`config.mk`:
```
export PLATFORM = sky130hd
export DESIGN_NAME = gdsc_fifo
export DESIGN_NICKNAME = d
export VERILOG_FILES = /design/src/grid_density_splat_counter_assert.svh /design/src/gdsc_pkg.sv /design/src/gdsc_fifo.sv
export SDC_FILE = /design/constraint.sdc
export NUM_CORES = 1
export LEC_CHECK = 0
export BUFFER_PORTS_ARGS = -buffer_cell sky130_fd_sc_hd__buf_2
export CAP_MARGIN = 20
export CORE_UTILIZATION = 44
export DETAILED_ROUTE_END_ITERATION = 16
export GPL_ROUTABILITY_DRIVEN = 0
export PLACE_DENSITY = 0.71
export SLEW_MARGIN = 25
export SYNTH_ARGS = -nofsm -noshare
export SYNTH_HDL_FRONTEND = slang
export SYNTH_SLANG_ARGS = --single-unit
```
`constraint.sdc`:
```
create_clock -name clk -period 1.45 [get_ports clk]
set_clock_uncertainty 0.05 [all_clocks]
set_input_delay 0.0725 -clock clk [delete_from_list [all_inputs] [get_ports clk]]
set_output_delay 0.0725 -clock clk [all_outputs]
set_load 0.1 [all_outputs]
```
`src/grid_density_splat_counter_assert.svh`:
```
// Assertion helpers for the RTL (used in gdsc_back); each expects clk and rst_n in scope.
`ifndef GRID_DENSITY_SPLAT_COUNTER_ASSERT_SVH
`define GRID_DENSITY_SPLAT_COUNTER_ASSERT_SVH

// same-cycle implication
`define GDSC_ASSERT_IMPL(lbl, ante, cons, msg) \
  lbl: assert property (@(posedge clk) disable iff (!rst_n) (ante) |-> (cons)) \
    else $error(msg);

// next-cycle implication
`define GDSC_ASSERT_NEXT(lbl, ante, cons, msg) \
  lbl: assert property (@(posedge clk) disable iff (!rst_n) (ante) |=> (cons)) \
    else $error(msg);

`endif

```
`src/gdsc_pkg.sv`:
```
`default_nettype none
package gdsc_pkg;

  // default sizing
  localparam int GRID_MAX_DEF   = 64;
  localparam int COUNT_BITS_DEF = 16;
  localparam int QUEUE_DEPTH    = 2;

  // fixed field widths
  localparam int COORD_W    = 32;
  localparam int CFG_IDX_W  = 3;
  localparam int CFG_DATA_W = 32;
  localparam int SIZE_REG_W = 7;
  localparam int RD_IDX_W   = 6;
  localparam int OUT_CNT_W  = 16;

  // command codes
  localparam logic CMD_ADD  = 1'b0;
  localparam logic CMD_READ = 1'b1;

  // register indexes
  localparam logic [CFG_IDX_W-1:0] REG_ORIGIN_X = 3'd0;
  localparam logic [CFG_IDX_W-1:0] REG_ORIGIN_Y = 3'd1;
  localparam logic [CFG_IDX_W-1:0] REG_BPU_X    = 3'd2;
  localparam logic [CFG_IDX_W-1:0] REG_BPU_Y    = 3'd3;
  localparam logic [CFG_IDX_W-1:0] REG_WIDTH    = 3'd4;
  localparam logic [CFG_IDX_W-1:0] REG_HEIGHT   = 3'd5;

  // configuration register file
  typedef struct packed {
    logic signed [COORD_W-1:0] origin_x;
    logic signed [COORD_W-1:0] origin_y;
    logic [COORD_W-1:0]        bins_per_unit_x;
    logic [COORD_W-1:0]        bins_per_unit_y;
    logic [SIZE_REG_W-1:0]     grid_width;
    logic [SIZE_REG_W-1:0]     grid_height;
  } cfg_t;

  typedef enum logic [1:0] {
    F_IDLE,
    F_SUB,
    F_MUL,
    F_PUSH
  } front_state_t;

  typedef enum logic [2:0] {
    B_CLEAR,
    B_IDLE,
    B_RD,
    B_WR,
    B_OUT
  } back_state_t;

endpackage
`default_nettype wire

```
`src/gdsc_fifo.sv`:
```
`default_nettype none
module gdsc_fifo #(
  parameter int WIDTH = 8,
  parameter int DEPTH = gdsc_pkg::QUEUE_DEPTH
) (
  input  wire logic             clk,
  input  wire logic             rst_n,
  input  wire logic             push,
  input  wire logic [WIDTH-1:0] din,
  input  wire logic             pop,
  output logic      [WIDTH-1:0] dout,
  output logic                  full,
  output logic                  empty
);

  localparam int PW = (DEPTH > 1) ? $clog2(DEPTH) : 1;
  localparam int CW = $clog2(DEPTH + 1);

  logic [WIDTH-1:0] mem_r [DEPTH];
  logic [PW-1:0]    wr_ptr_r, wr_ptr_nxt;
  logic [PW-1:0]    rd_ptr_r, rd_ptr_nxt;
  logic [CW-1:0]    count_r, count_nxt;
  logic             do_push, do_pop;

  assign full    = (count_r == CW'(DEPTH));
  assign empty   = (count_r == '0);
  assign do_push = push && !full;
  assign do_pop  = pop && !empty;
  assign dout    = mem_r[rd_ptr_r];

  // pointer wrap and occupancy
  always_comb begin
    wr_ptr_nxt = wr_ptr_r;
    rd_ptr_nxt = rd_ptr_r;
    count_nxt  = count_r;
    if (do_push) begin
      wr_ptr_nxt = (wr_ptr_r == PW'(DEPTH - 1)) ? '0 : wr_ptr_r + PW'(1);
    end
    if (do_pop) begin
      rd_ptr_nxt = (rd_ptr_r == PW'(DEPTH - 1)) ? '0 : rd_ptr_r + PW'(1);
    end
    if (do_push && !do_pop) begin
      count_nxt = count_r + CW'(1);
    end else if (do_pop && !do_push) begin
      count_nxt = count_r - CW'(1);
    end
  end

  always_ff @(posedge clk) begin
    if (!rst_n) begin
      wr_ptr_r <= '0;
      rd_ptr_r <= '0;
      count_r  <= '0;
    end else begin
      wr_ptr_r <= wr_ptr_nxt;
      rd_ptr_r <= rd_ptr_nxt;
      count_r  <= count_nxt;
    end
  end

  // storage
  always_ff @(posedge clk) begin
    if (do_push) begin
      mem_r[wr_ptr_r] <= din;
    end
  end

endmodule
`default_nettype wire

```
# Word level (Yosys, flattened, before mapping)
# Memories as Yosys holds them, arrays and structs flattened. A register that Yosys moved wholly into a read port is not among the register bits.
# Cells that the tools add are included.
# W data, S select, Z words.
[word_totals] input_bits=12 ram_bits=16 memories=1 elab_cells=27 ff_bits=4
[op_classes] n_eq_ne=1 addsub=4 mux=8 n_reduce_logical=10
[memory_table] memory="mem_r" depth=2 width=8 read_ports=1 rd_clocked_by_memory_dff=1 wr=1 line="gdsc_fifo.sv:19" rtl="logic [WIDTH-1:0] mem_r [DEPTH];"
[op_table] op="$mux W1" count=6
[op_table] op="$logic_and A1 B1 Y1" count=4
[op_table] op="$logic_not A1 Y1" count=4
[op_table] op="$mux W2" count=2
[op_table] op="$add A1 B1 Y1 const B" count=2
[op_table] op="$add A2 B1 Y2 const B" count=1
[op_table] op="$eq A2 B2 Y1 const B" count=1
[op_table] op="$logic_not A2 Y1" count=1
[op_table] op="$reduce_bool A2 Y1" count=1
[op_table] op="$sub A2 B1 Y2 const B" count=1

# Longest topological paths before layout
[depth] ltp_word=7 mapped_depth=7 ltp_nobuf=7

# Least setup slack after synthesis
# No wires, ideal clock.
[synth_timing] path_type="flip-flop to flip-flop" start="register count_r[0]" end="register count_r[1]" setup_time_ns=0.070 path_slack_ns=-0.406 path_stages_with_launch=7 required_time_ns=1.330 arrival_ns=1.736 cell_sequence="dfxtp_1 nand2b_1 inv_2 nor2_1 ha_1 or3_1 a21boi_1"
[synth_via] elab_chain_cells=6 word_cells_on_any_way=15 classes_between="2 x add/sub; 1 x eq/ne; 2 x mux; 10 x reduce/logical"
[synth_rtl] element="from (decl)" line="gdsc_fifo.sv:22" rtl="logic [CW-1:0] count_r, count_nxt;"
[synth_rtl] element="from (signal assigned)" line="gdsc_fifo.sv:57" rtl="count_r <= count_nxt;"
[synth_rtl] element="$eq A2 B2 Y1 *" line="gdsc_fifo.sv:25" rtl="assign full = (count_r == CW'(DEPTH));"
[synth_rtl] element="via full" line="gdsc_fifo.sv:12" rtl="output logic full,"
[synth_rtl] element="$logic_not A1 Y1 *" line="gdsc_fifo.sv:27" rtl="assign do_push = push && !full;"
[synth_rtl] element="$logic_and A1 B1 Y1 *" line="gdsc_fifo.sv:27"
[synth_rtl] element="$logic_not A1 Y1" line="gdsc_fifo.sv:44" rtl="end else if (do_pop && !do_push) begin"
[synth_rtl] element="$logic_and A1 B1 Y1" line="gdsc_fifo.sv:44"
[synth_rtl] element="$reduce_bool A2 Y1 (no source line)"
# The timed path passes the listed nets; every way through them passes the cells marked *. The select of a mux whose other input is x is not followed.
# A chain may end at the register's enable or synchronous reset.

# Final worst setup path
[layout_timing] start="register count_r[0]" end="register count_r[1]"
[layout_via] elab_chain_cells=6 word_cells_on_any_way=15 classes_between="2 x add/sub; 1 x eq/ne; 2 x mux; 10 x reduce/logical"
[layout_rtl] element="$eq A2 B2 Y1 / $logic_not A2 Y1 (equally long branches)" line="gdsc_fifo.sv:25, gdsc_fifo.sv:26"
[layout_rtl] element="$logic_not A1 Y1, on equally long branches" line="gdsc_fifo.sv:27, gdsc_fifo.sv:28"
[layout_rtl] element="$logic_and A1 B1 Y1, on equally long branches" line="gdsc_fifo.sv:27, gdsc_fifo.sv:28"
[layout_rtl] element="$logic_not A1 Y1, on equally long branches" line="gdsc_fifo.sv:44, gdsc_fifo.sv:42"
[layout_rtl] element="$logic_and A1 B1 Y1, on equally long branches" line="gdsc_fifo.sv:44, gdsc_fifo.sv:42"
[layout_rtl] element="$reduce_bool A2 Y1 (no source line) / $mux W2 (equally long branches)"
# Several ways; a longest one is shown, not always the timed one. The select of a mux whose other input is x is not followed.

==> results by group <==
Route
  – Detail Route Antenna Nets: 0
  – DRC violations left: 0
  – Post-DR wirelength/cell: between 10 and 15 um
  – Post-DR vias/cell: around 4.7
  – WL final: approximately 1.8 mm
  – 1st-pass router iterations: 2
  – Via Count: 565
  – Drt first-iter violations: 20

Setup path
  – Critical Path Source Type: flop
  – Crit Path Class: reg2reg
  – Worst Reg-to-Reg Cells: 5
  – Critical Path End Type: flop
  – Critical R2R Launch: count_r[0]$_SDFFE_PN0P_
  – Critical Path Sink: count_r[1]$_SDFFE_PN0P_
  – WP data arrival: 1600 ps
  – Slowest-stage cell, CP: dfxtp_2
  – Slowest stage delay, CP: roughly 340 ps
  – Crit path cell chain: buf_6 > o21ai_4 > ha_4 > or3_1 > a21boi_1
  – Critical path origin: count_r[0]$_SDFFE_PN0P_
  – Critical Path RT: 1640 ps
  – Reg2Reg Setup Slack: 30 ps
  – R2r endpoint: count_r[1]$_SDFFE_PN0P_
  – Critical path peak fanout: 4

Run
  – Max-Cap Viols: 0

Power
  – Tot Pwr: 3.06 mW
  – Leak pwr: approximately 0.56 nW
  – PwrDens: 2220 nW/um^2
  – Max rail drop VDD: 2.02 mV

Logic synthesis
  – Netlist cell types: 20
  – Mean Syn Cell Area: about 16 um^2
  – Yosys warns: 0
  – Yosys reg bits: 21
  – Post-Syn Nets: 63
  – Post-synthesis instance area: ~800 um^2
  – Syn Inst Count: 50
  – Sequential share of the synthesized area: between 70% and 80%

Cells and area
  – Design area: roughly 1400 um^2
  – Layout cells sized above 1: a little under three fifths
  – Layout overhead on the synthesized area: 70.8%
  – Inserted Diodes: 0
  – Post-Layout Cell Count: between 100 and 150
  – Layout Nets: 109

Clock tree
  – Root Buffer: clkbuf_4
  – Worst-Skew Late Latency: approximately 300 ps
  – CTS Buf Count: 3
  – H-Tree Depth: 1
  – Clock Path Buffers: 2
  – TritonCTS Sinks: 21
  – CTS clk-pin slew, worst paths: 110 ps
  – CTS tree: yes

Timing
  – Final hold vios: 0
  – RSZ-0062 raised after global routing: yes
  – Fmax: 0.706 GHz
  – Finish-stage setup viols: 0
  – Worst-Margin Slew: roughly 300 ps
  – Min Tclk post-route: 1420 ps
  – Final Cycle Share: 97.6%
  – Final Max Slew Viols: 0
  – Max-slew headroom: 80.0%

Outcome
  – Run status: finished, final reports clean

Floorplanning
  – Initial Util: 46.9%
  – Horiz. Die Dim: 44.9 um
  – Die area: 2020 um^2
  – Core Rows: 15
  – IO Count: 22
  – Die Y: 44.9 um
  – Core ar.: 1730 um^2

Placement
  – DP Cell Count: approximately 110
  – PortBufs: 21
  – Placed cell areas: 1050 um^2
  – Detailed placer's ending HPWL: approximately 940 um

Global routing
  – Initial antenna violation count: 0
  – Gr usage total: 17.7%
  – Largest net degree at the start of global routing: 12
  – Remaining Overflow, GRT: 0
  – First-pass GRT wire length: 2.39 mm
  – Vias in the first global route: 565

Hold path
  – Worst Hold Depth: 3
  – Min-Delay Path Class: in2reg
through the flow:
step                setup WS (ps)  util [%]  setup TNS (ps)  hold WS, ps
floorplan                    -267         -            -639          121
global placement           -0.493      60.8          -0.493          210
detailed placement          -64.0      60.8           -68.9          213
CTS                         -8.12      72.0           -8.12         94.8
global route                -36.4      80.1           -56.1          112
finish                       34.1      80.1               0         90.1
Yosys cell counts:
cell type,number,area share (%)
xnor2_1,2,2.2
nor2_1,2,0.93
nor3_2,1,1.2
ha_1,1,1.5
mux2_2,8,11
nand2b_1,1,0.77
inv_2,1,0.46
o21a_1,1,0.93
o21ai_0,1,0.62
and2_1,3,2.3
xor2_1,1,1.1
or3_1,1,0.77
dfxtp_1,5,12
edfxtp_1,16,59
buf_2,1,0.62
inv_1,1,0.46
a21boi_0,1,0.93
o21ai_1,1,0.62
and3_1,1,0.77
a21boi_1,1,0.93
worst min-delay path by stage:
| stage | start | end | slack (ps) |
|---|---|---|---|
| after CTS | push | wr_ptr_r$_SDFFE_PN0N_ | 90 |
| final | push | wr_ptr_r$_SDFFE_PN0N_ | 90 |
| after global placement | din[2] | mem_r[1][2]$_DFFE_PP_ | 210 |
| after detailed placement | din[2] | mem_r[0][2]$_DFFE_PP_ | 210 |
| after global routing | push | wr_ptr_r$_SDFFE_PN0N_ | 110 |
| after floorplan | din[0] | mem_r[0][0]$_DFFE_PP_ | 120 |
placed cells by master (no fill, tap or decap), types with 2 or more instances in the layout:
cell / instances
edfxtp_1: 16
xnor2_1: 2
buf_6: 3
mux2_4: 8
clkbuf_4: 4
and2_1: 3
buf_12: 9
dfxtp_2: 2
dfxtp_1: 2
buf_4: 9
buf_2: 11
dlygate4sd3_1: 9
worst max-delay path, delay by kind of cell (launching register included):
family	cells	cell delay (ps)
flip-flops	1	340
adder cells (fa/ha/maj)	1	230
AND/OR/NAND/NOR	1	340
buffers and inverters	1	120
AO/OA/AOI/OAI	2	280
registers in the layout, summed over array words and instances, names as in the netlist, named ones only:
register and flops:
mem_r 16, count_r 2, rd_ptr_r 1, wr_ptr_r 1
power breakdown:
part	switching [mW]	internal, mW
registers	0.0686	0.781
clock network	0.168	0.107
logic	1.14	0.797
total	1.38	1.69
layer usage:
metal	vias to the layer above	global-route usage (%)	wire [um]
met5	-	0	0
met4	0	5.45	34
met3	4	4.80	48
met2	16	33.5	980
met1	273	18.9	688
li1	272	-	-
area by class of cell:
type / count / area [um^2]
Sequential cell: 21 / 587
Timing Repair Buffer: 42 / 434
Fill cell: 107 / 344
Multi-Input combinational cell: 26 / 292
Tap cell: 25 / 31.3
Clock buffer: 4 / 26.3
Inverter: 2 / 12.5
repair_timing:
item	in CTS	in global routing
hold buffers	9	0
pin swaps	3	2
setup endpoints to repair	10	11
gates resized for setup	23	32
buffers inserted	1	0
endpoints found under the hold margin	20	0
logic make-up (layout without fill, tap and decap cells):
| group | after synthesis | count (layout) | share of synthesized area (%) |
|---|---|---|---|
| flops | 21 | 21 | 71.7 |
| simple gates | 9 | 9 | 6.80 |
| mux | 8 | 8 | 11.1 |
| compound gates | 5 | 5 | 4.02 |
| xor+xnor | 3 | 3 | 3.25 |
| buf+inv | 3 | 48 | 1.54 |
| fa+ha+maj | 1 | 1 | 1.55 |
Power figures use the tool's default switching activity.
